File: config.mk
export PLATFORM = sky130hd
export DESIGN_NAME = stereo_test_pattern_pixel_gen
export DESIGN_NICKNAME = d
export VERILOG_FILES = /design/src/sv/stpg_pkg.sv /design/src/sv/stereo_test_pattern_pixel_gen.sv
export SDC_FILE = /design/constraint.sdc
export NUM_CORES = 2
export LEC_CHECK = 0
export BUFFER_PORTS_ARGS = -buffer_cell sky130_fd_sc_hd__clkbuf_2
export CORE_ASPECT_RATIO = 1.4
export CORE_MARGIN = 10
export CORE_UTILIZATION = 45
export DETAILED_ROUTE_END_ITERATION = 7
export GPL_TIMING_DRIVEN = 1
export HOLD_SLACK_MARGIN = 0.05
export MAX_ROUTING_LAYER = met4
export SLEW_MARGIN = 10
export SYNTH_ARGS = -nofsm -noshare
export SYNTH_HDL_FRONTEND = slang
export SYNTH_SLANG_ARGS = --single-unit
File: constraint.sdc
create_clock -name i_clk -period 17.3 [get_ports i_clk]
set_input_delay 0.865 -clock i_clk [delete_from_list [all_inputs] [get_ports i_clk]]
set_output_delay 0.865 -clock i_clk [all_outputs]
set_load 0.1 [all_outputs]
File: src/sv/stpg_pkg.sv
// Shared types, constants and lookup tables of the stereo test pattern generator.
`default_nettype none

package stpg_pkg;

    localparam int COORD_W   = 13;
    localparam int DIV_STEPS = 8;
    localparam int REM_W     = 23;
    localparam int DEN_W     = 14;
    localparam int NDIV      = 4;

    // Divider lanes.
    localparam int DIV_R   = 0;
    localparam int DIV_G   = 1;
    localparam int DIV_B   = 2;
    localparam int DIV_BAR = 3;

    // Register indexes on the configuration port.
    localparam logic [1:0] REG_LAYOUT = 2'd0;
    localparam logic [1:0] REG_WIDTH  = 2'd1;
    localparam logic [1:0] REG_HEIGHT = 2'd2;
    localparam logic [1:0] REG_VTOTAL = 2'd3;

    typedef enum logic [1:0] {
        MODE_SBS   = 2'd0,
        MODE_TAB   = 2'd1,
        MODE_FPACK = 2'd2,
        MODE_DEEP  = 2'd3
    } t_mode;

    typedef enum logic [1:0] {
        TIER_SMALL  = 2'd0,
        TIER_MEDIUM = 2'd1,
        TIER_LARGE  = 2'd2
    } t_tier;

    typedef struct packed {
        logic               deep;
        logic               deep_ok;
        logic               reg_bars;
        logic               reg_steps;
        logic               chk;
        logic               eye_ok;
        logic               eye;
        t_tier              tier;
        logic signed [5:0]  drift;
        logic [COORD_W-1:0] lx;
        logic [COORD_W-1:0] ly;
        logic [23:0]        color;
    } t_meta;

    localparam logic [23:0] CHECK_GREY = 24'h202020;

    function automatic logic [23:0] box_color(input logic [1:0] b);
        case (b)
            2'd0:    return 24'hc02020;
            2'd1:    return 24'h20c020;
            default: return 24'h2040c0;
        endcase
    endfunction

    function automatic logic [9:0] box_top(input t_tier t, input logic [1:0] b);
        logic [9:0] r;
        r = 10'd0;
        unique case (t)
            TIER_LARGE:  r = 10'd180 + 10'd240 * {8'd0, b};
            TIER_MEDIUM: r = 10'd40 + 10'd150 * {8'd0, b};
            default:     r = 10'd40 + 10'd115 * {8'd0, b};
        endcase
        return r;
    endfunction

    function automatic logic [7:0] box_height(input t_tier t);
        logic [7:0] r;
        r = 8'd60;
        unique case (t)
            TIER_LARGE:  r = 8'd160;
            TIER_MEDIUM: r = 8'd100;
            default:     r = 8'd60;
        endcase
        return r;
    endfunction

    function automatic logic [23:0] bar_color(input logic [2:0] i);
        case (i)
            3'd0:    return 24'hffffff;
            3'd1:    return 24'hffff00;
            3'd2:    return 24'h00ffff;
            3'd3:    return 24'h00ff00;
            3'd4:    return 24'hff00ff;
            3'd5:    return 24'hff0000;
            3'd6:    return 24'h0000ff;
            default: return 24'h000000;
        endcase
    endfunction

    function automatic logic [7:0] step_level(input logic [3:0] i);
        case (i)
            4'd0:    return 8'd0;
            4'd1:    return 8'd4;
            4'd2:    return 8'd8;
            4'd3:    return 8'd12;
            4'd4:    return 8'd16;
            4'd5:    return 8'd20;
            4'd6:    return 8'd24;
            4'd7:    return 8'd32;
            4'd8:    return 8'd219;
            4'd9:    return 8'd227;
            4'd10:   return 8'd231;
            4'd11:   return 8'd235;
            4'd12:   return 8'd239;
            4'd13:   return 8'd243;
            4'd14:   return 8'd251;
            default: return 8'd255;
        endcase
    endfunction

endpackage

`default_nettype wire

File: src/sv/stereo_test_pattern_pixel_gen.sv
// Top level of the stereo test pattern pixel generator with its configuration registers.
`default_nettype none

// Pixel generator for stereo and deep-colour test patterns. A pixel transfer is
// taken whenever i_start is high; o_busy is always low, so one pixel can be
// issued in every clock cycle. Each pixel's colour appears on o_pixel_color,
// marked by a one-cycle o_valid strobe, once it has passed the entry stage, the
// divider stages and the output register; pixels leave in the order they arrived.
// The pipeline length is set by the ramp dividers of the deep mode, which retire one
// quotient bit per pipeline stage over eight stages; the stereo layouts travel
// alongside in the same pipeline.
// The receiver cannot stall the block, so results must be taken as they come.
// The layout and size registers are written over the APB-style port and must
// only change while no pixel is in flight.
module stereo_test_pattern_pixel_gen
    import stpg_pkg::*;
(
    input  wire logic        i_clk,
    input  wire logic        i_rst_n,
    input  wire logic        i_start,
    output logic             o_busy,
    input  wire logic [11:0] i_pixel_x,
    input  wire logic [12:0] i_pixel_y,
    input  wire logic [6:0]  i_frame_count,
    output logic             o_valid,
    output logic [23:0]      o_pixel_color,
    input  wire logic        psel,
    input  wire logic        penable,
    input  wire logic        pwrite,
    input  wire logic [3:0]  paddr,
    input  wire logic [31:0] pwdata,
    output logic [31:0]      prdata,
    output logic             pready
);

    // Configuration registers.
    t_mode              r_mode;
    logic [COORD_W-1:0] r_w;
    logic [COORD_W-1:0] r_h;
    logic [COORD_W-1:0] r_vt;

    assign pready = 1'b1;
    assign o_busy = 1'b0;

    always_ff @(posedge i_clk) begin
        if (!i_rst_n) begin
            r_mode <= MODE_SBS;
            r_w    <= 13'd1920;
            r_h    <= 13'd1080;
            r_vt   <= 13'd1125;
        end else if (psel && penable && pwrite) begin
            unique case (paddr[3:2])
                REG_LAYOUT: r_mode <= t_mode'(pwdata[1:0]);
                REG_WIDTH:  r_w    <= pwdata[COORD_W-1:0];
                REG_HEIGHT: r_h    <= pwdata[COORD_W-1:0];
                REG_VTOTAL: r_vt   <= pwdata[COORD_W-1:0];
                default:    r_mode <= r_mode;
            endcase
        end
    end

    always_comb begin
        unique case (paddr[3:2])
            REG_LAYOUT: prdata = {30'd0, r_mode};
            REG_WIDTH:  prdata = {19'd0, r_w};
            REG_HEIGHT: prdata = {19'd0, r_h};
            REG_VTOTAL: prdata = {19'd0, r_vt};
            default:    prdata = 32'd0;
        endcase
    end

    // Divisors of the deep-mode ramps and of the bar and step index.
    logic [DEN_W-1:0] den [NDIV];
    always_comb begin
        den[DIV_R]   = {1'b0, r_w - 13'd1};
        den[DIV_G]   = {1'b0, r_h - 13'd1};
        den[DIV_B]   = {1'b0, r_w} + {1'b0, r_h} - 14'd2;
        den[DIV_BAR] = {1'b0, r_w};
    end

    // Pipeline registers: entry stage 0, then one divider step per stage.
    logic                   r_v    [DIV_STEPS+1];
    t_meta                  r_meta [DIV_STEPS+1];
    logic [REM_W-1:0]       r_rem  [DIV_STEPS+1][NDIV];
    logic [7:0]             r_q    [DIV_STEPS+1][NDIV];

    // Entry stage: locate the eye and build the ramp numerators.
    t_meta            n_meta;
    logic [REM_W-1:0] n_rem [NDIV];
    always_comb begin
        logic [COORD_W-1:0] x13;
        logic [COORD_W-1:0] y;
        logic [COORD_W-1:0] half;
        logic [COORD_W-1:0] dy;
        logic [COORD_W-1:0] eh;
        logic [14:0]        h3;
        logic [COORD_W-1:0] top;
        logic [COORD_W-1:0] mid;
        logic [DEN_W-1:0]   xy;
        x13 = {1'b0, i_pixel_x};
        y   = i_pixel_y;
        eh  = r_h;
        dy  = y - r_vt;
        n_meta        = '0;
        n_meta.lx     = x13;
        n_meta.ly     = y;
        n_meta.drift  = $signed({1'b0, i_frame_count[6:2]}) - 6'sd16;
        unique case (r_mode)
            MODE_SBS: begin
                half = r_w >> 1;
                n_meta.eye_ok = (y < r_h) && (x13 < {half[11:0], 1'b0});
                n_meta.eye    = x13 >= half;
                if (x13 >= half) begin
                    n_meta.lx = x13 - half;
                end
            end
            MODE_TAB: begin
                half = r_h >> 1;
                eh   = half;
                n_meta.eye_ok = (x13 < r_w) && (y < {half[11:0], 1'b0});
                n_meta.eye    = y >= half;
                if (y >= half) begin
                    n_meta.ly = y - half;
                end
            end
            MODE_FPACK: begin
                half = '0;
                if (y >= r_vt && dy < r_h) begin
                    n_meta.eye_ok = x13 < r_w;
                    n_meta.eye    = 1'b1;
                    n_meta.ly     = dy;
                end else begin
                    n_meta.eye_ok = (x13 < r_w) && (y < r_h);
                end
            end
            default: begin
                half = '0;
                n_meta.deep = 1'b1;
            end
        endcase
        if (eh >= 13'd900) begin
            n_meta.tier = TIER_LARGE;
        end else if (eh >= 13'd500) begin
            n_meta.tier = TIER_MEDIUM;
        end else begin
            n_meta.tier = TIER_SMALL;
        end
        // Deep mode: bottom quarter split into bars and grey steps.
        h3  = ({2'b0, r_h} << 1) + {2'b0, r_h};
        top = h3[14:2];
        mid = top + ((r_h - top) >> 1);
        n_meta.deep_ok   = (x13 < r_w) && (y < r_h);
        n_meta.reg_bars  = (y >= top) && (y < mid);
        n_meta.reg_steps = y >= mid;
        n_meta.chk       = x13[6] ^ y[6];
        xy = {1'b0, x13} + {1'b0, y};
        n_rem[DIV_R]   = (REM_W'(x13) << 8) - REM_W'(x13);
        n_rem[DIV_G]   = (REM_W'(y) << 8) - REM_W'(y);
        n_rem[DIV_B]   = (REM_W'(xy) << 8) - REM_W'(xy);
        n_rem[DIV_BAR] = REM_W'(x13) << 4;
    end

    always_ff @(posedge i_clk) begin
        if (!i_rst_n) begin
            r_v[0] <= 1'b0;
        end else begin
            r_v[0] <= i_start;
        end
    end

    always_ff @(posedge i_clk) begin
        r_meta[0] <= n_meta;
        for (int d = 0; d < NDIV; d++) begin
            r_rem[0][d] <= n_rem[d];
            r_q[0][d]   <= 8'd0;
        end
    end

    // Eye colour: 40-pixel checker under three drifting boxes, later box wins.
    logic [23:0] eye_color;
    always_comb begin
        logic [19:0]        cx;
        logic [19:0]        cy;
        logic signed [10:0] bx;
        logic signed [10:0] off;
        logic [COORD_W-1:0] bxu;
        logic [COORD_W-1:0] byu;
        cx = {10'd0, r_meta[0].lx[12:3]} * 20'd205;
        cy = {10'd0, r_meta[0].ly[12:3]} * 20'd205;
        eye_color = (cx[10] ^ cy[10]) ? CHECK_GREY : 24'd0;
        for (int b = 0; b < 3; b++) begin
            off = 11'(11'sd16 * 11'(b - 1));
            if (r_meta[0].eye) begin
                off = -off;
            end
            bx  = 11'sd300 + 11'(r_meta[0].drift) + off;
            bxu = COORD_W'(bx);
            byu = COORD_W'(box_top(r_meta[0].tier, 2'(b)));
            if (r_meta[0].lx >= bxu && r_meta[0].lx < bxu + 13'd220 &&
                r_meta[0].ly >= byu &&
                r_meta[0].ly < byu + COORD_W'(box_height(r_meta[0].tier))) begin
                eye_color = box_color(2'(b));
            end
        end
        if (!r_meta[0].eye_ok) begin
            eye_color = 24'd0;
        end
    end

    // Restoring division, one quotient bit per stage, most significant first.
    for (genvar i = 1; i <= DIV_STEPS; i++) begin : g_div
        always_ff @(posedge i_clk) begin
            if (!i_rst_n) begin
                r_v[i] <= 1'b0;
            end else begin
                r_v[i] <= r_v[i-1];
            end
        end

        always_ff @(posedge i_clk) begin
            logic [REM_W-1:0] sd;
            t_meta            mt;
            // The eye colour joins the item as it leaves the entry stage.
            mt = r_meta[i-1];
            if (i == 1) begin
                mt.color = eye_color;
            end
            r_meta[i] <= mt;
            for (int d = 0; d < NDIV; d++) begin
                sd = REM_W'(den[d]) << (DIV_STEPS - i);
                if (r_rem[i-1][d] >= sd) begin
                    r_rem[i][d] <= r_rem[i-1][d] - sd;
                    r_q[i][d]   <= {r_q[i-1][d][6:0], 1'b1};
                end else begin
                    r_rem[i][d] <= r_rem[i-1][d];
                    r_q[i][d]   <= {r_q[i-1][d][6:0], 1'b0};
                end
            end
        end
    end

    // Final stage: pick the deep-mode colour or the eye colour.
    logic [23:0] n_color;
    always_comb begin
        t_meta       m;
        logic [7:0]  cr;
        logic [7:0]  cg;
        logic [8:0]  cb;
        logic [3:0]  qb;
        logic [7:0]  lv;
        m  = r_meta[DIV_STEPS];
        qb = r_q[DIV_STEPS][DIV_BAR][3:0];
        lv = step_level(qb);
        cr = (den[DIV_R] == '0) ? 8'd0 : r_q[DIV_STEPS][DIV_R];
        cg = (den[DIV_G] == '0) ? 8'd0 : r_q[DIV_STEPS][DIV_G];
        cb = (den[DIV_B] == '0) ? 9'd0 : {1'b0, r_q[DIV_STEPS][DIV_B]};
        if (m.chk) begin
            cb = cb + 9'd24;
            if (cb > 9'd255) begin
                cb = 9'd255;
            end
        end
        if (!m.deep) begin
            n_color = m.color;
        end else if (!m.deep_ok) begin
            n_color = 24'd0;
        end else if (m.reg_bars) begin
            n_color = bar_color(qb[3:1]);
        end else if (m.reg_steps) begin
            n_color = {lv, lv, lv};
        end else begin
            n_color = {cr, cg, cb[7:0]};
        end
    end

    always_ff @(posedge i_clk) begin
        if (!i_rst_n) begin
            o_valid       <= 1'b0;
            o_pixel_color <= 24'd0;
        end else begin
            o_valid       <= r_v[DIV_STEPS];
            o_pixel_color <= r_v[DIV_STEPS] ? n_color : 24'd0;
        end
    end

`ifndef NO_ASSERTIONS
    // Every strobe traces back to an earlier transfer.
    a_strobe_origin: assert property (@(posedge i_clk) disable iff (!i_rst_n)
        o_valid |-> $past(i_start, 10))
        else $error("result strobe without matching transfer");

    // Between strobes the colour bus rests at zero.
    a_idle_zero: assert property (@(posedge i_clk) disable iff (!i_rst_n)
        !o_valid |-> o_pixel_color == 24'd0)
        else $error("colour bus not idle between results");

    // A transfer always yields a strobe once the pipeline has drained.
    a_no_loss: assert property (@(posedge i_clk) disable iff (!i_rst_n)
        r_v[0] |-> ##9 o_valid)
        else $error("transfer lost in pipeline");
`endif

endmodule

`default_nettype wire

==> out/metrics.cfg <==
[status]
outcome = completed

[setup_path]
cp_max_fo = 11
crit_top_cell = ha_1
required_ps = 17930
cp_slowest_cell = dfxtp_1
critical_path_arrival_ps = 7740
max_stage_delay_ps = 770
critPathKind = flip-flop to flip-flop
crit_path_end_kind = flip-flop
rr_endpoint = r_meta[0][62]
reg2reg_depth = 29
start_kind = flip-flop
rrSetupSlack_ps = 10190
crit-reg2reg-launch = r_h[0]

[timing]
final_max_slew_viol_count = 0
setup_violations = 0
hold_viol = 0
fmax_mhz = 141
layout_setup_ws_ps = 10190
setup_tns_ps = 0
rsz0062_at_grt = no
post-route-min-period_ps = 7110
tightestPinTransition_ps = 1110
maxSlewHeadroom = 0.255
worst_clock_skew_ps = 73.3
timing.final.crit_share = 0.411

[drt]
totalWireLength_mm = 155
drc = 0
postRouteAntennaNets = 0
routedWlPerCell_um = 17.9
via_per_inst = 5.43
drtPass1Iterations = 6
num_vias = 47000
drtIter0Drc = 2321

[place]
place_inst = 8469
numPortBuffers = 88
gp_congestion = 0.916
dpl.hpwl_mm = 121
pre_cts_slack_ps = 10220

[power_and_ir_drop]
powerDensity_nw_per_um2 = 149
p_leak_nw = 28.7
ir_worst_vdd_mv = 0.157

[logic_synthesis]
synth.cell_area_um2 = 59300
ys_seq_area_frac = 0.346
yosys_warnings = 0
syn_avg_cell_area_um2 = 8.88
synth_edf_count = 0
syn_inst = 6676
synth_seq_cells = 1025
yosysUniqueCellTypes = 102
async_flop_share = 0
ys.flop_type = dfxtp_1

[cts]
ctsResizeCount = 0
post-cts-setup-buffers = 0
clockRootBuffer = clkbuf_16
cts_tree = built
cts.htree.levels = 3
cts_sinks = 1025
cts_hold_buf = 0
clock_latency_ps = 770
clk_pin_slew_ps = 70
numCtsBuffers = 100
ctsLongestPathBuffers = 3

[run]
max_cap_violations = 0

[finish]
layout.nets = 7728
num-fill-cells = 12400
register_area_um2 = 20500
area_delta_synth_final_pct = 10.8
instances_no_fill = 8659
final_common_cell = dfxtp_1
multi_input_area_um2 = 36400
most-common-layout-cells = dfxtp_1 (1,025), ha_1 (774), nand2_1 (567), inv_1 (507), o21ai_0 (502)
drive_gt1_frac = 0.0714

[floorplan]
ioPinCount = 133
die_w_um = 327
core_um2 = 131000
rows = 157
die_y_um = 450
dieArea_um2 = 147000
floorplan.initialDensity = 0.453

[global_route]
grt.met3_usage = 0.0291
grt_pass1_vias = 46600
met2_usage = 0.385
grt-busiest-layer = met2
grt_pass1_wl_mm = 243
grt_max_degree = 52
use_met1 = 0.222
grt-ovfl-total = 0
grt_use_total = 0.211
antenna_found_initial = 12

[worst_hold_path]
min_path_cells = 1
min_to = r_meta[0][53]
hp-class = input port to flip-flop
min-delay-start = i_frame_count[5]

-- area by class of cell --
cell class,count,share of cell area
Antenna cell,5,0.000190
Clock buffer,124,0.0419
Clock inverter,61,0.0135
Inverter,510,0.0291
Multi-Input combinational cell,5016,0.554
Sequential cell,1025,0.312
Tap cell,1749,0.0333
Timing Repair Buffer,169,0.0160
-- critical path: cells and delay by family, from the launching register on --
kind / cells / cell delay [ps]
fa+ha+maj: 9 / 2960
compound gates: 11 / 1870
simple gates: 5 / 800
flops: 1 / 770
xor+xnor: 2 / 400
buf+inv: 2 / 170
-- stage by stage --
step           area [um2]  utilization  total power, mW  hold slack (ps)
2_1_floorplan       59400            -             6.52              310
3_3_place_gp        62000        0.474             7.38              312
3_5_place_dp        62000        0.474             7.47              312
4_1_cts             65700        0.502             9.85              200
5_1_grt             65700        0.502             10.5              220
6_report            65700        0.502             9.76              250
-- layer usage --
layer | vias up | share of wire | wire, um
met5 | - | 0 | 0
met4 | 0 | 0.051 | 7940
met3 | 367 | 0.042 | 6460
met2 | 977 | 0.51 | 79400
met1 | 21900 | 0.40 | 61500
li1 | 23800 | - | -
-- worst max path at each step --
stage               cells past startpoint  slack [ps]    from       endpoint
detailed placement                     27       10220  r_h[4]  r_meta[0][62]
CTS                                    26       10210  r_h[4]  r_meta[0][62]
global route                           29        9740  r_h[0]  r_meta[0][62]
floorplan                              24       11300  r_w[1]   r_rem[1][30]
finish                                 29       10190  r_h[0]  r_meta[0][62]
global placement                       27       10310  r_h[4]  r_meta[0][62]
-- cell families (layout without fill, tap and decap cells) --
kind of cell / after synthesis / count (layout) / synth area share
other: 2 / 27 / 0.000127
xor gates and xnor gates: 527 / 527 / 0.0781
AOI/OAI and AO/OA: 1665 / 1665 / 0.175
muxes: 88 / 88 / 0.0169
and+or+nand+nor: 1870 / 1870 / 0.155
DFF: 1025 / 1025 / 0.346
buffers and inverters: 655 / 864 / 0.0432
adders and majority gates: 844 / 844 / 0.185
-- sequential cells by signal, indices dropped and copies added, names as in the netlist --
name and cells:
r_rem 696, r_meta 136, r_q 118, o_pixel_color 24, r_h 13, r_vt 13
r_w 13, r_v 9, r_mode 2, o_valid 1
-- Yosys cell counts, types with 21 or more instances --
cell | instances | area, um2
mux2i_1 | 29 | 290
and3_1 | 26 | 163
mux2_2 | 55 | 619
o21a_1 | 77 | 578
fa_1 | 58 | 1160
clkbuf_1 | 110 | 413
a211oi_1 | 36 | 270
nand2b_1 | 97 | 607
and2_1 | 31 | 194
or4_1 | 29 | 218
nor4b_1 | 23 | 201
nor4_1 | 76 | 475
inv_1 | 507 | 1900
o211ai_1 | 29 | 218
o31ai_1 | 78 | 586
dfxtp_1 | 1025 | 20500
o21ai_0 | 502 | 2510
nand3_1 | 105 | 526
nor2b_1 | 105 | 657
buf_4 | 24 | 180
a21o_1 | 141 | 1060
a21boi_0 | 116 | 871
ha_1 | 774 | 9680
nor3_1 | 147 | 736
nor2_1 | 415 | 1560
nand2_1 | 567 | 2130
nand4_1 | 95 | 594
a21oi_1 | 432 | 2160
o21bai_1 | 63 | 473
a31oi_1 | 30 | 188
or3_1 | 51 | 319
xnor2_1 | 365 | 3200
or2_2 | 21 | 131
xor2_1 | 160 | 1400
-- report_power, final --
part / total (mW) / switching (mW) / internal, mW
Combinational: 3.91 / 2.14 / 1.77
Sequential: 3.51 / 0.432 / 3.07
Clock: 2.35 / 0.992 / 1.36
Total: 9.76 / 3.56 / 6.20
Power figures use the tool's default switching activity.
